[config.mk]
export PLATFORM = sky130hd
export DESIGN_NAME = uart_tx_rx_with_status_register_top
export DESIGN_NICKNAME = d
export VERILOG_FILES = /design/src/sv/uartsr_pkg.sv /design/src/sv/uart_tx_rx_with_status_register_top.sv /design/src/sv/uartsr_core.sv
export SDC_FILE = /design/constraint.sdc
export NUM_CORES = 1
export LEC_CHECK = 0
export BUFFER_PORTS_ARGS = -buffer_cell sky130_fd_sc_hd__buf_2
export CAP_MARGIN = 10
export CORE_MARGIN = 5
export CORE_UTILIZATION = 35
export CTS_BUF_LIST = sky130_fd_sc_hd__clkbuf_4
export DETAILED_ROUTE_END_ITERATION = 10
export PLACE_DENSITY = 0.57
export SLEW_MARGIN = 20
export SYNTH_ARGS = -nofsm -noshare
export SYNTH_HDL_FRONTEND = slang
export SYNTH_SLANG_ARGS = --single-unit
export TNS_END_PERCENT = 5
[constraint.sdc]
create_clock -name clk_i -period 3.1 [get_ports clk_i]
set_input_delay 0.31 -clock clk_i [delete_from_list [all_inputs] [get_ports clk_i]]
set_output_delay 0.31 -clock clk_i [all_outputs]
set_load 0.05 [all_outputs]
[src/sv/uartsr_pkg.sv]
// Package: payload beats, configuration, opcodes and register indexes.
`timescale 1ns / 1ps

package uartsr_pkg;

  typedef enum logic [1:0] {
    OP_TICK  = 2'd0,
    OP_WRITE = 2'd1,
    OP_READ  = 2'd2,
    OP_PEEK  = 2'd3
  } opcode_e;

  typedef enum logic [1:0] {
    REG_BIT_PERIOD   = 2'd0,
    REG_LONG_MODE    = 2'd1,
    REG_BREAK_ENABLE = 2'd2
  } reg_index_e;

  localparam int unsigned BitPeriodW = 15;
  localparam int unsigned TimerW     = 16;
  localparam int unsigned CfgDataW   = 16;
  localparam int unsigned CfgIndexW  = 2;

  localparam logic [3:0] RxSamplesLong  = 4'd11;
  localparam logic [3:0] RxSamplesShort = 4'd10;

  typedef struct packed {
    opcode_e     opcode;
    logic [15:0] write_value;
    logic        rxd_level;
    logic        rbf_pending;
  } in_t;

  typedef struct packed {
    logic        txd;
    logic [15:0] read_value;
    logic        tbe_request;
    logic        rbf_request;
  } out_t;

  typedef struct packed {
    logic [BitPeriodW-1:0] bit_period;
    logic                  long_mode;
    logic                  break_enable;
  } cfg_t;

endpackage

[src/sv/uart_tx_rx_with_status_register_top.sv]
// Top level: configuration registers, UART core and registered output with skid stage.
`timescale 1ns / 1ps

// One beat is accepted every clock cycle while in_stall_o is low; its result is
// registered into the output register, or the skid stage if the output stalls.
// Each beat is a tick, a transmit write or a status read; bit timing counts tick
// beats only, bit_period+1 ticks per bit. The output register is backed by a
// one-entry skid stage, so in_stall_o rises only after the result side has
// stalled with a result already waiting. Configuration writes are always taken
// (cfg_ready_o is tied high); writes to an index beyond the register list are ignored.

module uart_tx_rx_with_status_register_top
  import uartsr_pkg::*;
(
  input  logic                 clk_i,
  input  logic                 rst_ni,
  input  logic                 in_valid_i,
  output logic                 in_stall_o,
  input  in_t                  in_data_i,
  output logic                 out_valid_o,
  input  logic                 out_stall_i,
  output out_t                 out_data_o,
  input  logic                 cfg_valid_i,
  output logic                 cfg_ready_o,
  input  logic [CfgIndexW-1:0] cfg_index_i,
  input  logic [CfgDataW-1:0]  cfg_data_i
);

  cfg_t cfg_q;
  out_t result;
  out_t out_q, skid_q;
  logic out_valid_q, skid_valid_q;
  logic accept;
  logic out_free;

  assign cfg_ready_o = 1'b1;
  assign accept      = in_valid_i & ~skid_valid_q;
  assign out_free    = ~out_valid_q | ~out_stall_i;
  assign in_stall_o  = skid_valid_q;
  assign out_valid_o = out_valid_q;
  assign out_data_o  = out_q;

  always_ff @(posedge clk_i or negedge rst_ni) begin
    if (!rst_ni) begin
      cfg_q <= '0;
    end else if (cfg_valid_i) begin
      unique case (cfg_index_i)
        REG_BIT_PERIOD:   cfg_q.bit_period   <= cfg_data_i[BitPeriodW-1:0];
        REG_LONG_MODE:    cfg_q.long_mode    <= cfg_data_i[0];
        REG_BREAK_ENABLE: cfg_q.break_enable <= cfg_data_i[0];
        default: ;
      endcase
    end
  end

  uartsr_core u_core (
    .clk_i    (clk_i),
    .rst_ni   (rst_ni),
    .cfg_i    (cfg_q),
    .accept_i (accept),
    .item_i   (in_data_i),
    .result_o (result)
  );

  always_ff @(posedge clk_i or negedge rst_ni) begin
    if (!rst_ni) begin
      out_valid_q  <= 1'b0;
      skid_valid_q <= 1'b0;
    end else if (out_free) begin
      out_valid_q  <= skid_valid_q | accept;
      skid_valid_q <= 1'b0;
    end else if (accept) begin
      skid_valid_q <= 1'b1;
    end
  end

  always_ff @(posedge clk_i) begin
    if (out_free) begin
      if (skid_valid_q) begin
        out_q <= skid_q;
      end else if (accept) begin
        out_q <= result;
      end
    end else if (accept) begin
      skid_q <= result;
    end
  end

endmodule

[src/sv/uartsr_core.sv]
// UART state and combinational item processing: transmitter, receiver, status.
`timescale 1ns / 1ps

module uartsr_core
  import uartsr_pkg::*;
(
  input  logic clk_i,
  input  logic rst_ni,
  input  cfg_t cfg_i,
  input  logic accept_i,
  input  in_t  item_i,
  output out_t result_o
);

  logic [15:0]       tx_holding_q, tx_holding_d;
  logic [16:0]       tx_shift_q, tx_shift_d;
  logic [TimerW-1:0] tx_timer_q, tx_timer_d;
  logic              tx_line_q, tx_line_d;
  logic [10:0]       rx_shift_q, rx_shift_d;
  logic [3:0]        rx_count_q, rx_count_d;
  logic [TimerW-1:0] rx_timer_q, rx_timer_d;
  logic              rx_active_q, rx_active_d;
  logic [9:0]        rx_word_q, rx_word_d;
  logic              overrun_q, overrun_d;
  logic              last_rxd_q, last_rxd_d;

  logic [TimerW-1:0] bit_ticks;
  logic [TimerW-1:0] tx_timer_dec;
  logic [16:0]       tx_shift_next;
  logic [10:0]       rx_shift_next;
  logic [3:0]        rx_count_next;
  logic [3:0]        rx_samples;
  logic [9:0]        rev_long, rev_short;
  logic              show_overrun;
  logic [15:0]       status;

  assign bit_ticks     = TimerW'({1'b0, cfg_i.bit_period}) + TimerW'(1);
  assign tx_timer_dec  = tx_timer_q - TimerW'(1);
  assign tx_shift_next = tx_shift_q >> 1;
  assign rx_shift_next = {rx_shift_q[9:0], item_i.rxd_level};
  assign rx_count_next = rx_count_q + 4'd1;
  assign rx_samples    = cfg_i.long_mode ? RxSamplesLong : RxSamplesShort;

  always_comb begin
    for (int k = 0; k < 10; k++) begin
      rev_long[k] = rx_shift_next[9-k];
    end
    for (int k = 0; k < 9; k++) begin
      rev_short[k] = rx_shift_next[8-k];
    end
    rev_short[9] = 1'b0;
  end

  always_comb begin
    tx_holding_d = tx_holding_q;
    tx_shift_d   = tx_shift_q;
    tx_timer_d   = tx_timer_q;
    tx_line_d    = tx_line_q;
    rx_shift_d   = rx_shift_q;
    rx_count_d   = rx_count_q;
    rx_timer_d   = rx_timer_q;
    rx_active_d  = rx_active_q;
    rx_word_d    = rx_word_q;
    overrun_d    = overrun_q;
    show_overrun = 1'b0;
    result_o     = '0;

    unique case (item_i.opcode)
      OP_TICK: begin
        if (tx_timer_q != '0) begin
          tx_timer_d = tx_timer_dec;
          if (tx_timer_dec == '0) begin
            tx_shift_d = tx_shift_next;
            if (tx_shift_next != '0 || tx_holding_q != '0) begin
              if (tx_shift_next == '0) begin
                tx_shift_d           = {tx_holding_q, 1'b0};
                tx_holding_d         = '0;
                result_o.tbe_request = 1'b1;
                tx_line_d            = 1'b0;
              end else begin
                tx_line_d = tx_shift_next[0];
              end
              tx_timer_d = bit_ticks;
            end
          end
        end
        if (rx_active_q) begin
          if (rx_timer_q > TimerW'(1)) begin
            rx_timer_d = rx_timer_q - TimerW'(1);
          end else if (rx_count_next >= rx_samples) begin
            rx_word_d            = cfg_i.long_mode ? rev_long : rev_short;
            rx_shift_d           = '0;
            rx_count_d           = '0;
            overrun_d            = item_i.rbf_pending;
            result_o.rbf_request = 1'b1;
            rx_active_d          = 1'b0;
            rx_timer_d           = '0;
          end else begin
            rx_shift_d = rx_shift_next;
            rx_count_d = rx_count_next;
            rx_timer_d = bit_ticks;
          end
        end
      end
      OP_WRITE: begin
        tx_holding_d = item_i.write_value;
        if (item_i.write_value != '0 && tx_shift_q == '0) begin
          tx_shift_d           = {item_i.write_value, 1'b0};
          tx_holding_d         = '0;
          result_o.tbe_request = 1'b1;
          tx_line_d            = 1'b0;
          tx_timer_d           = bit_ticks;
        end
      end
      OP_READ: begin
        if (!item_i.rbf_pending) begin
          overrun_d = 1'b0;
        end
        show_overrun = overrun_d;
      end
      OP_PEEK: begin
        show_overrun = item_i.rbf_pending & overrun_q;
      end
      default: ;
    endcase

    // falling edge on rxd arms the receiver, first sample after half a bit
    if (last_rxd_q && !item_i.rxd_level && !rx_active_d) begin
      rx_count_d  = '0;
      rx_active_d = 1'b1;
      rx_timer_d  = bit_ticks >> 1;
    end

    status = {show_overrun, item_i.rbf_pending, (tx_holding_q == '0), (tx_shift_q == '0),
              item_i.rxd_level, 1'b0, rx_word_q};
    if (item_i.opcode == OP_READ || item_i.opcode == OP_PEEK) begin
      result_o.read_value = status;
    end
    result_o.txd = tx_line_d & ~cfg_i.break_enable;
  end

  assign last_rxd_d = item_i.rxd_level;

  always_ff @(posedge clk_i or negedge rst_ni) begin
    if (!rst_ni) begin
      tx_holding_q <= '0;
      tx_shift_q   <= '0;
      tx_timer_q   <= '0;
      tx_line_q    <= 1'b0;
      rx_shift_q   <= '0;
      rx_count_q   <= '0;
      rx_timer_q   <= '0;
      rx_active_q  <= 1'b0;
      rx_word_q    <= '0;
      overrun_q    <= 1'b0;
      last_rxd_q   <= 1'b1;
    end else if (accept_i) begin
      tx_holding_q <= tx_holding_d;
      tx_shift_q   <= tx_shift_d;
      tx_timer_q   <= tx_timer_d;
      tx_line_q    <= tx_line_d;
      rx_shift_q   <= rx_shift_d;
      rx_count_q   <= rx_count_d;
      rx_timer_q   <= rx_timer_d;
      rx_active_q  <= rx_active_d;
      rx_word_q    <= rx_word_d;
      overrun_q    <= overrun_d;
      last_rxd_q   <= last_rxd_d;
    end
  end

endmodule

== Word-level counts from Yosys, hierarchy flattened ==
Cells that the tools add are included.

* Add/subtract/negate cells: 4
* $mul: 0
* Divide/modulo/power cells: 0
* $lt $le $gt $ge: 2
* Equal/unequal tests: 14
* Shift-type cells: 0
* Multiplexer cells: 62
* Bitwise operators: 11
* Reductions and logical operators: 36

{| class="wikitable"
|+ Operators with widths
! kind !! number
|-
| $mux W16 || 15
|-
| $mux W17 || 5
|-
| $pmux W16 S2 || 2
|-
| $reduce_bool A16 Y1 || 3
|-
| $mux W19 || 2
|-
| $logic_not A17 Y1 || 2
|-
| $pmux W17 S2 || 1
|-
| $logic_not A16 Y1 || 2
|-
| $sub A16 B1 Y16 const B || 2
|-
| $mux W1 || 26
|-
| $mux W4 || 5
|-
| $reduce_bool A17 Y1 || 1
|-
| $add A15 B1 Y16 const B || 1
|-
| $gt A16 B1 Y1 const B || 1
|-
| $reduce_and A5 Y1 || 3
|-
| $ne A2 B1 Y1 const B || 7
|-
| $reduce_and A4 Y1 || 3
|-
| $reduce_bool A2 Y1 || 6
|-
| $mux W10 || 1
|-
| $reduce_and A2 Y1 || 5
|-
| $mux W9 || 1
|-
| $pmux W1 S2 || 4
|-
| $eq A2 B2 Y1 const B || 3
|-
| $not A1 Y1 || 6
|-
| other kinds (12) || 22
|}

* Register bits: 149
* Latch bits: 0
* Memory bits (writable): 0
* ROM bits: 0
* Input bits: 43
* Output and inout port bits: 22
* Memories: 0

== Logic depth before layout (Yosys ltp) ==
Gate-level depths: netlist (run 1).

* Depth in word-level cells: 10
* Depth in mapped cells: 12
* Mapped depth without buffers: 9

== Hierarchy ==
Synthesis (run 1) repeated with hierarchy kept, for this count alone.

* Cells, all modules: 793
* Area total of the unflattened synthesis: 8,041.5 um^2

{| class="wikitable"
|+ By module, submodules not included
! module !! times used !! cells an instance !! area an instance (um^2)
|-
| uartsr_core || 1 || 685 || 5,916.9
|-
| uart_tx_rx_with_status_register_top || 1 || 108 || 2,124.5
|}

== Least setup slack after synthesis (run 1) ==
No wires, ideal clock.

* Kind: reg-to-reg
* From: reg u_core.tx_timer_q[5]
* To: reg u_core.tx_shift_q[10]
* Library setup time: 0.125 ns
* Arrival: 2.907 ns
* Slack: 0.068 ns
* Cell stages (with the launch flop): 10
* Path buffers: 2
* Clock period less this slack: 3.032 ns
* Cells stage by stage: dfrtp_1 > or4_4 > or3_1 > xnor2_1 > or3_1 > nor3_1 > o211a_1 > buf_4 > buf_4 > mux2_2

* Longest elaborated chain between the ends: 4
* Elaborated cells between the ends (all ways): 6
* Those cells by class: add/sub (1); eq/ne (2); reduce/logical (3)

{| class="wikitable"
|+ Ends and longest elaborated chain
! item !! line !! text
|-
| from (decl) || uartsr_core.sv:17 || <nowiki>logic [TimerW-1:0] tx_timer_q, tx_timer_d;</nowiki>
|-
| from (signal assigned) || uartsr_core.sv:160 || <nowiki>tx_timer_q <= tx_timer_d;</nowiki>
|-
| $sub A16 B1 Y16 || uartsr_core.sv:38 || <nowiki>assign tx_timer_dec = tx_timer_q - TimerW'(1);</nowiki>
|-
| $logic_not A16 Y1 || uartsr_core.sv:72 || <nowiki>if (tx_timer_dec == '0) begin</nowiki>
|-
| $ne A2 B1 Y1 (no source line) || - ||
|-
| $reduce_and A5 Y1 (no source line) * || - ||
|-
| to (signal assigned) || uartsr_core.sv:159 || <nowiki>tx_shift_q <= tx_shift_d;</nowiki>
|-
| to (decl) || uartsr_core.sv:16 || <nowiki>logic [16:0] tx_shift_q, tx_shift_d;</nowiki>
|}

Mark *: on every way between the ends. The rest lies on a longest branch, timed or not.
A chain may end at the register's enable or synchronous reset.

== Worst setup path after layout (run 1) ==
* From: reg u_core.tx_timer_q[5]
* To: reg out_q, in the netlist out_data_o[18], data pin

* Longest elaborated chain between the ends: 8
* Elaborated cells between the ends (all ways): 9
* Those cells by class: add/sub (1); mux (5); bitwise (1); reduce/logical (2)

{| class="wikitable"
|+ Ends and longest elaborated chain
! item !! line !! text
|-
| $sub A16 B1 Y16 || uartsr_core.sv:38 ||
|-
| $logic_not A16 Y1 || uartsr_core.sv:72 ||
|-
| $mux W1 || uartsr_core.sv:72 ||
|-
| $mux W1 * || uartsr_core.sv:70 || <nowiki>if (tx_timer_q != '0) begin</nowiki>
|-
| $pmux W1 S2 * || uartsr_core.sv:68 || <nowiki>unique case (item_i.opcode)</nowiki>
|-
| $and A1 B1 Y1 * || uartsr_core.sv:139 || <nowiki>result_o.txd = tx_line_d & ~cfg_i.break_enable;</nowiki>
|-
| $mux W19 * || uart_tx_rx_with_status_register_top.sv:81 || <nowiki>end else if (accept) begin</nowiki>
|-
| $mux W19 * || uart_tx_rx_with_status_register_top.sv:79 || <nowiki>if (skid_valid_q) begin</nowiki>
|-
| to (signal assigned) || uart_tx_rx_with_status_register_top.sv:80 || <nowiki>out_q <= skid_q;</nowiki>
|-
| to (signal assigned) || uart_tx_rx_with_status_register_top.sv:82 || <nowiki>out_q <= result;</nowiki>
|-
| to (decl) || uart_tx_rx_with_status_register_top.sv:31 || <nowiki>out_t out_q, skid_q;</nowiki>
|}

Mark *: on every way between the ends. The rest lies on a longest branch, timed or not. The select of a mux whose other input is x is not followed.

==> run_results.csv, run 1 <==
group,metric,value,unit
outcome,outcome,"complete, no violations",
critical_path,arrival,3.29,ns
timing,rsz0062_at_grt,"yes",
yosys,synth_edf_count,36,
drt,avgViaCountPerCell,5.25,
critical_path,r2r-end,"out_data_o[18]$_DFFE_PP_",
min_path,hp-class,"in -> reg",
clock_network,clk_latency,0.57,ns
placement,dpl.hpwl,13.5,mm
clock_network,clk_pin_slew,0.14,ns
global_route,grtUsageTotal,15.4,%
die,dieWidth,160,µm
clock_network,cts.sinks,147,
run,drv_cap,0,
min_path,min_from,"cfg_data_i[0]",
timing,holdWs,0.0514,ns
drt,met3_length,817,µm
finish,final_nets,951,
power,powerDensity,649,mW/mm²
timing,max_freq,336,MHz
critical_path,start_kind,"flop",
critical_path,endpoint_kind,"flop",
drt,wl_met2,8.59,mm
drt,wl_met1,9.55,mm
clock_network,clock-root-buffer,"clkbuf_4",
placement,port_buffers,61,
critical_path,path_delay_family,"simple AND/OR/NAND/NOR gates",
critical_path,crit_fanout,3,
die,start_util,35.7,%
critical_path,slowest_delay,0.57,ns
drt,drt_iter0_drc,449,
critical_path,cp_slowest_cell,"or4_4",
die,core_area,0.0220,mm²
drt,postRouteAntennaNets,0,
global_route,antenna_found_initial,0,
drt,top_layer_used,"met4",
critical_path,required,3.42,ns
critical_path,reg2reg_depth,7,
global_route,grt_max_degree,46,
critical_path,crit_buf_inv,0,
drt,wirelength,19.1,mm
yosys,netlist_instances,786,
timing,final.period_utilization,95.9,%
power,power,6030,µW
yosys,netlist.area_leader.share,35.1,%
clock_network,cts_buffers,17,
yosys,synth_top_area_cell,"dfrtp_1",
die,design.die.area,0.0255,mm²
timing,drv_slew,0,
placement,place.gp.congestion,0.857,
yosys,synth_ff_type,"dfrtp_1",
die,fp.dieH,160,µm
critical_path,cp_cell_sequence,"or4_4 > or3_4 > xnor2_1 > or3_1 > or4_1 > a31oi_2 > a31oi_1",
timing,skew,0.0326,ns
yosys,synthArstFlopShare,75.5,%
yosys,ys_top_cells_by_count,"110 x dfrtp_1, 86 x nand2_1, 57 x o21ai_0",
yosys,synth-seq-cells,147,
power,p_leak,0.00382,µW
clock_network,cts_buffer_depth,2,
finish,area_delta_synth_final,18.6,%
yosys,avgSynthCellArea,9.98,µm²
global_route,grt_pass1_vias,6128,
drt,num_vias,6268,
drt,drc,0,
yosys,synthesis.nets,836,
critical_path,cp-startpoint,"u_core.tx_timer_q[5]$_DFFE_PN0P_",
yosys,synth_cell_type_count,72,
finish,drive_gt1_share,23.3,%
die,rows,54,
finish,fin_util,42.3,%
critical_path,rr_startpoint,"u_core.tx_timer_q[5]$_DFFE_PN0P_",
drt,avgRoutedWirePerCell,16.0,µm
timing,maxSlewHeadroom,54.3,%
global_route,grt_first_pass_wirelength,32.5,mm
min_path,hold-path-cell-count,2,
yosys,synth_area_leaders,"dfrtp_1 35%, edfxtp_1 14%, mux2_2 6.7%",
min_path,hold_end,"cfg_q[0]$_DFFE_PN0P_",
timing,period_minus_slack,2.97,ns
clock_network,cts_tree,"built",
yosys,syn_area,0.00784,mm²
yosys,yosysMostFrequentCell,"dfrtp_1",
finish,diodes,0,
timing,worst_pin_slew,0.686,ns
die,ios,65,
global_route,overflow,0,
yosys,yosysSeqAreaShare,49.2,%
critical_path,timing.reg2reg.setup_slack,0.13,ns
timing,setup_violations,0,
critical_path,path_class,"reg -> reg",
power,vdd_drop_max,248,µV
drt,first_pass_iters,5,
timing,hold_viol_final,0,
yosys,yosys_warnings,0,
clock_network,h-tree-depth,4,
clock_network,post_cts.repair.setup_buffers,0,
logic make-up (layout without fill, tap and decap cells):
family / count (synthesis) / in the layout / synth area share (%)
AOI/OAI and AO/OA: 203 / 203 / 16.7
xor gates and xnor gates: 27 / 27 / 3.02
adders and majority gates: 7 / 7 / 1.12
buffers and inverters: 58 / 186 / 3.05
DFF: 147 / 147 / 49.2
muxes: 59 / 59 / 8.30
other: 2 / 2 / 0.0958
and+or+nand+nor: 283 / 283 / 18.5
sequential cells by signal (all words and copies together), names as in the netlist, 4 cells and up:
register / cells
cfg_q: 17
u_core.tx_holding_q: 16
u_core.rx_timer_q: 16
u_core.tx_timer_q: 16
u_core.tx_shift_q: 17
out_data_o: 18
u_core.rx_shift_q: 9
skid_q: 18
u_core.rx_word_q: 10
u_core.rx_count_q: 4
per-stage QoR:
stage / area (µm²) / TNS [ns] / std cells / setup slack [ns]
5_1_grt: 9300 / -0.00885 / 1194 / -0.00885
3_5_place_dp: 8680 / 0 / 1127 / 0.0669
6_report: 9300 / 0 / 1194 / 0.126
4_1_cts: 9280 / 0 / 1194 / 0.0613
2_1_floorplan: 7840 / 0 / 786 / 0.0683
3_3_place_gp: 8680 / 0 / 1127 / 0.111
layout make-up:
type / instances / area [µm²]
sequential: 147 / 3860
clock inverter: 14 / 113
clock buffer: 18 / 135
multi-input combinational: 581 / 3770
timing repair buffer: 140 / 1010
tap: 280 / 350
fill: 2116 / 12700
inverter: 14 / 52.6
power by group:
group	internal, µW	switching (µW)
clock network	352	799
logic	986	1070
registers	2390	437
layer usage:
metal,track usage (%),vias up
met4,3.31,0
met5,0,-
met3,3.58,12
met2,23.3,115
li1,-,3134
met1,22.5,3007
worst max-delay path by stage:
stage                                                   end  slack (ns)  cells after the start
after floorplan           u_core.tx_shift_q[10]$_DFFE_PN0P_        0.07                      9
after global placement     u_core.tx_timer_q[2]$_DFFE_PN0P_        0.11                     11
after detailed placement   u_core.tx_timer_q[2]$_DFFE_PN0P_        0.07                     11
after CTS                  u_core.tx_timer_q[2]$_DFFE_PN0P_        0.06                     11
after global routing      u_core.tx_timer_q[12]$_DFFE_PN0P_      -0.009                     11
final                              out_data_o[18]$_DFFE_PP_        0.13                      7
repair_timing:
item | 4_1_cts | 5_1_grt
gates resized for setup | 0 | 6
hold endpoints to repair | 71 | 0
hold buffers | 35 | 0
endpoints found under the setup margin | 0 | 18
placed cells by master (no fill, tap or decap), types with 5 or more instances in the layout:
cell,count
a211o_1,5
a21o_1,8
a21oi_1,51
a221o_1,6
a22o_1,16
a31oi_1,10
and2_1,15
buf_2,60
buf_4,43
clkbuf_4,18
dfrtp_1,110
dlygate4sd3_1,35
edfxtp_1,36
ha_1,7
inv_1,13
inv_6,8
mux2_2,47
mux2i_1,11
nand2_1,86
nand3_1,19
nand4_1,6
nor2_1,54
nor3_1,29
nor4_1,18
o21ai_0,57
o22ai_1,5
o31ai_1,7
or2_2,5
or4_1,6
xnor2_1,18
xor2_1,9
Power figures use the tool's default switching activity.
==> run 2, diff against run 1 <==
ABC_AREA = 1   (was not set)
==> run 2 against run 1 <==
Against the previous run: cell count up 31%; clock skew up 0.0046 ns; setup slack better by 0.33 ns; count of clock-buffer cells in the layout down 1; worst hold slack worse by 0.0073 ns; non-clock buffer count down 26; global-route usage up 0.30 points; sequential cell count unchanged; synthesized cell count up 44%; maximum frequency up 12%; first-iteration DRC count up 3.3%; sequential share of layout area down 2.5 points.
==> run_results.csv, run 2 <==
group,metric,value,unit
timing,maxSlewHeadroom,41.3,%
power,power,6100,µW
finish,fin_util,40.8,%
clock_network,h-tree-depth,4,
critical_path,r2r-end,"u_core.tx_timer_q[4]$_DFFE_PN0P_",
finish,final_nets,1277,
yosys,synth_area_leaders,"dfrtp_1 32%, nand2_1 13%, edfxtp_1 13%",
die,fp.dieH,167,µm
yosys,syn_area,0.00859,mm²
global_route,grt_max_degree,72,
min_path,hold-path-cell-count,3,
power,sw_frac_of_total,42.7,%
finish,area_delta_synth_final,15.2,%
global_route,grt_first_pass_wirelength,36.0,mm
power,combPwrFrac,36.4,%
yosys,netlist_instances,1132,
yosys,netlist.area_leader.share,32.0,%
timing,rsz0062_at_grt,"no",
yosys,synthArstFlopShare,75.5,%
power,powerDensity,616,mW/mm²
clock_network,cts_buffer_depth,2,
placement,place.gp.congestion,0.897,
timing,worst_pin_slew,0.878,ns
drt,drc,0,
finish,final_cell_area,0.00990,mm²
yosys,avgSynthCellArea,7.59,µm²
timing,setup_violations,0,
global_route,grt_use_met2,25.2,%
global_route,grtUsageTotal,15.7,%
critical_path,cp_cell_sequence,"inv_2 > ha_1 > nand3_1 > nand2_1 > nand2_1 > nor3_2 > nand2_1 > nor2_2 > nand3_4 > nand2_4 > nand2_1 > nand3_1 > o21ai_0",
critical_path,crit_top_cell,"nand2_1",
power,p_seq_share,42.4,%
die,dieWidth,167,µm
clock_network,cts_buffers,17,
finish,seq_area,0.00386,mm²
critical_path,endpoint_kind,"flop",
drt,avgViaCountPerCell,4.78,
placement,place_area,0.00918,mm²
critical_path,crit_fanout,16,
power,vdd_drop_max,227,µV
yosys,ys_top_cells_by_count,"303 x nand2_1, 162 x inv_1, 110 x dfrtp_1",
finish,multi_input_area,0.00385,mm²
finish,nFillCells,2525,
global_route,overflow,0,
drt,postRouteAntennaNets,0,
die,start_util,35.4,%
drt,num_vias,7474,
timing,hold_viol_final,0,
drt,drt_iter0_drc,464,
drt,wirelength,21.5,mm
critical_path,slowest_delay,0.48,ns
critical_path,cp-startpoint,"u_core.tx_timer_q[0]$_DFFE_PN0P_",
yosys,synth_edf_count,36,
die,ios,65,
clock_network,clk_pin_slew,0.16,ns
clock_network,clock-root-buffer,"clkbuf_4",
clock_network,post_cts.repair.setup_buffers,0,
power,p_leak,0.00470,µW
clock_network,clk_latency,0.58,ns
drt,avgRoutedWirePerCell,13.7,µm
min_path,hp-class,"in -> reg",
critical_path,cp_slowest_cell,"dfrtp_1",
finish,layout_common_cells,"303 x nand2_1, 162 x inv_1, 110 x dfrtp_1, 93 x nor2_1, 92 x nand3_1",
critical_path,endpoint,"u_core.tx_timer_q[4]$_DFFE_PN0P_",
timing,period_minus_slack,2.65,ns
drt,first_pass_iters,6,
yosys,yosysMostFrequentCell,"nand2_1",
power,switchingPower,2610,µW
yosys,synth-seq-cells,147,
global_route,grt_pass1_vias,7192,
yosys,synthesis.nets,1182,
global_route,antenna_found_initial,1,
placement,port_buffers,61,
critical_path,required,3.53,ns
finish,drive_gt1_share,14.8,%
power,p_int,3490,µW
clock_network,cts.sinks,147,
placement,dp_slack,0.501,ns
placement,dpl.hpwl,15.3,mm
yosys,yosysSeqAreaShare,44.9,%
yosys,yosys_warnings,0,
critical_path,arrival,3.08,ns
critical_path,timing.reg2reg.setup_slack,0.45,ns
die,design.die.area,0.0278,mm²
timing,final.period_utilization,85.4,%
critical_path,start_kind,"flop",
timing,skew,0.0372,ns
critical_path,reg2reg_depth,13,
power,p_clk_share,21.2,%
finish,final_common_cell,"nand2_1",
die,core_area,0.0242,mm²
global_route,grt.busiest_layer,"met2",
yosys,synth_ff_type,"dfrtp_1",
yosys,synth_cell_type_count,45,
global_route,grt_use_met3,2.99,%
die,rows,57,
timing,drv_slew,0,
global_route,grt_util_met1,21.6,%
yosys,synth_top_area_cell,"dfrtp_1",
critical_path,path_class,"reg -> reg",
timing,max_freq,378,MHz
timing,final.setup.worst_slack,0.453,ns
critical_path,rr_startpoint,"u_core.tx_timer_q[0]$_DFFE_PN0P_",
timing,final.setup.tns,0,ns
clock_network,cts_tree,"built",
run,drv_cap,0,
outcome,outcome,"complete, no violations",
[run 2: layer usage]
metal,up-vias,part of all wire [%]
met3,28,4.0
met5,-,0
met1,3481,49
li1,3820,-
met4,0,1.7
met2,145,46
[run 2: cells by family (layout without fill, tap and decap cells)]
family | after synthesis | count (layout) | share of synthesized area (%)
adder cells (fa/ha/maj) | 7 | 7 | 1.02
AO/OA/AOI/OAI | 187 | 187 | 12.3
flip-flops | 147 | 147 | 44.9
buffers and inverters | 209 | 317 | 10.3
AND/OR/NAND/NOR | 551 | 551 | 28.1
other | 2 | 3 | 0.0874
multiplexers | 6 | 6 | 0.786
XOR/XNOR | 23 | 23 | 2.43
[run 2: final cells by class]
cell class	instances	share of cell area, %
clock inverter	15	1.85
multi-input combinational	776	38.9
sequential	147	39.0
tap	324	4.10
clock buffer	17	1.29
antenna	1	0.0253
inverter	171	6.49
timing repair buffer	114	8.34
[run 2: worst min-delay path by stage]
| stage | to | slack (ns) | from |
|---|---|---|---|
| floorplan | cfg_q[0]$_DFFE_PN0P_ | 0.01 | rst_ni |
| global placement | u_core.tx_holding_q[12]$_DFFE_PN0P_ | 0.47 | u_core.tx_holding_q[12]$_DFFE_PN0P_ |
| detailed placement | u_core.tx_holding_q[12]$_DFFE_PN0P_ | 0.47 | u_core.tx_holding_q[12]$_DFFE_PN0P_ |
| CTS | cfg_q[1]$_DFFE_PN0P_ | 0.006 | cfg_index_i[0] |
| global route | cfg_q[1]$_DFFE_PN0P_ | 0.02 | cfg_index_i[0] |
| finish | cfg_q[1]$_DFFE_PN0P_ | 0.04 | cfg_index_i[0] |
[run 2: what timing repair did]
action | CTS | global route
hold buffers | 38 | 0
endpoints found under the hold margin | 106 | 0
resized for setup | 0 | 0
[run 2: power by group through the flow]
stage | Clock, µW | Combinational (µW) | Sequential (µW)
after floorplan | 0 | 1630 | 2630
after global placement | 0 | 2140 | 2620
after detailed placement | 0 | 2170 | 2620
after CTS | 1340 | 2220 | 2580
after global routing | 1410 | 2540 | 2640
final | 1300 | 2220 | 2580
[run 2: critical path: cells and delay by family (launching register included)]
family	cells	cell delay [ns]
AO/OA/AOI/OAI	1	0.12
flip-flops	1	0.48
adder cells (fa/ha/maj)	1	0.27
AND/OR/NAND/NOR	10	1.50
buffers and inverters	1	0.15
[run 2: stage by stage]
| stage | hold WS, ns | cells |
|---|---|---|
| floorplan | 0.0144 | 1132 |
| global placement | 0.466 | 1493 |
| detailed placement | 0.468 | 1493 |
| CTS | 0.00577 | 1563 |
| global route | 0.0181 | 1565 |
| finish | 0.0441 | 1565 |
==> run 3, diff against run 2 <==
ABC_AREA = 0   (was 1)
CORE_MARGIN = not set   (was 5)
==> run 3 against run 2 <==
Against the previous run: highest routed layer unchanged; die area decreased by 17%; count of clock-buffer cells in the layout unchanged; global-route usage up 1.3 points; wire length down 13%; critical endpoint is now out_data_o[18]$_DFFE_PP_; sequential power increased by 9.3%; critical path type unchanged; critical path depth shrank 6.
==> run_results.csv, run 3 (synthesized netlist as in run 1, its figures left out) <==
group,metric,value,unit
outcome,outcome,"complete, no violations",
clock_network,clock-root-buffer,"clkbuf_4",
timing,final.setup.tns,0,ns
placement,port_buffers,61,
timing,worst_pin_slew,0.856,ns
timing,final.period_utilization,96.5,%
clock_network,cts_buffer_depth,2,
critical_path,cp_cell_sequence,"or4_4 > or3_1 > xnor2_1 > or3_1 > or4_4 > a31oi_2 > a31oi_1",
critical_path,timing.reg2reg.setup_slack,0.11,ns
critical_path,start_kind,"flop",
timing,maxSlewHeadroom,43.0,%
placement,place_area,0.00867,mm²
clock_network,clk_latency,0.55,ns
finish,layout_common_cells,"110 x dfrtp_1, 86 x nand2_1, 60 x buf_2, 57 x o21ai_0, 54 x nor2_1",
global_route,antenna_found_initial,1,
timing,drv_slew,0,
timing,setup_violations,0,
timing,skew,0.0257,ns
timing,hold_viol_final,0,
min_path,hold-path-cell-count,2,
critical_path,reg2reg_depth,7,
clock_network,post_cts.repair.setup_buffers,0,
run,drv_cap,0,
finish,final_common_cell,"dfrtp_1",
critical_path,crit_fanout,3,
power,power,6010,µW
drt,wirelength,18.7,mm
die,design.die.area,0.0230,mm²
timing,final.setup.worst_slack,0.109,ns
critical_path,endpoint_kind,"flop",
drt,num_vias,6245,
power,vdd_drop_max,244,µV
timing,holdWs,0.0334,ns
die,ios,65,
placement,dp_slack,0.0987,ns
clock_network,clk_pin_slew,0.14,ns
global_route,grt_max_degree,64,
global_route,grt_first_pass_wirelength,30.4,mm
finish,final_cell_area,0.00925,mm²
timing,period_minus_slack,2.99,ns
finish,area_delta_synth_final,17.9,%
clock_network,h-tree-depth,4,
die,dieWidth,152,µm
power,p_leak,0.00379,µW
die,fp.dieH,152,µm
timing,rsz0062_at_grt,"no",
drt,drc,0,
finish,drive_gt1_share,22.9,%
die,core_area,0.0219,mm²
global_route,grt_pass1_vias,5818,
critical_path,cp_slowest_cell,"or4_4",
critical_path,arrival,3.30,ns
drt,drt_iter0_drc,342,
placement,place.gp.congestion,0.838,
critical_path,slowest_delay,0.56,ns
placement,dpl.hpwl,13.0,mm
drt,avgRoutedWirePerCell,15.7,µm
min_path,hp-class,"in -> reg",
drt,postRouteAntennaNets,0,
critical_path,required,3.41,ns
die,rows,54,
timing,max_freq,334,MHz
power,powerDensity,650,mW/mm²
critical_path,path_class,"reg -> reg",
global_route,overflow,0,
global_route,grtUsageTotal,17.0,%
clock_network,cts.sinks,147,
finish,final_nets,944,
clock_network,cts_buffers,17,
clock_network,cts_tree,"built",
die,start_util,35.8,%
drt,avgViaCountPerCell,5.26,
drt,first_pass_iters,5,
## run 3: power by group
group,switching (µW),leakage [µW],internal [µW]
Sequential,432,0.00177,2390
Combinational,1080,0.00187,979
Clock,787,0.000143,340
Total,2300,0.00379,3710
## run 3: timing repair
item	4_1_cts	5_1_grt
gates resized for setup	0	5
hold buffers	31	0
endpoints found under the setup margin	0	20
hold endpoints to repair	90	0
## run 3: final timing paths
path / startpoint / endpoint
setup / recovery: u_core.tx_timer_q[5]$_DFFE_PN0P_ / out_data_o[18]$_DFFE_PP_
hold / removal: cfg_data_i[0] / cfg_q[0]$_DFFE_PN0P_
setup reg to reg: u_core.tx_timer_q[5]$_DFFE_PN0P_ / out_data_o[18]$_DFFE_PP_
hold reg to reg: u_core.rx_shift_q[8]$_DFFE_PN0P_ / u_core.rx_shift_q[8]$_DFFE_PN0P_
max in group asynchronous: rst_ni / cfg_q[7]$_DFFE_PN0P_
min in group asynchronous: rst_ni / u_core.rx_word_q[5]$_DFFE_PN0P_
## run 3: final cells by class
class	count	area [µm²]
antenna	1	2.50
fill	2161	12600
sequential	147	3860
timing repair buffer	133	963
tap	280	350
clock buffer	17	128
inverter	14	52.6
clock inverter	15	120
multi-input combinational	581	3770
## run 3: layer usage
layer	global-route usage (%)	part of all wire, %	routed length, µm
met1	24.2	50	9350
met2	26.4	44	8300
met3	3.35	4.4	822
met4	4.16	1.0	187
met5	0	0	0
## run 3: metrics by stage
stage	std cells	utilization, %
floorplan	786	-
global placement	1124	39.6
detailed placement	1124	39.6
CTS	1187	42.1
global route	1188	42.3
finish	1188	42.3
## run 3: critical path: cells and delay by family, from the launching register on
| family | cells | cell delay [ns] |
|---|---|---|
| xor+xnor | 1 | 0.18 |
| compound gates | 2 | 0.33 |
| simple gates | 4 | 1.83 |
| flops | 1 | 0.41 |
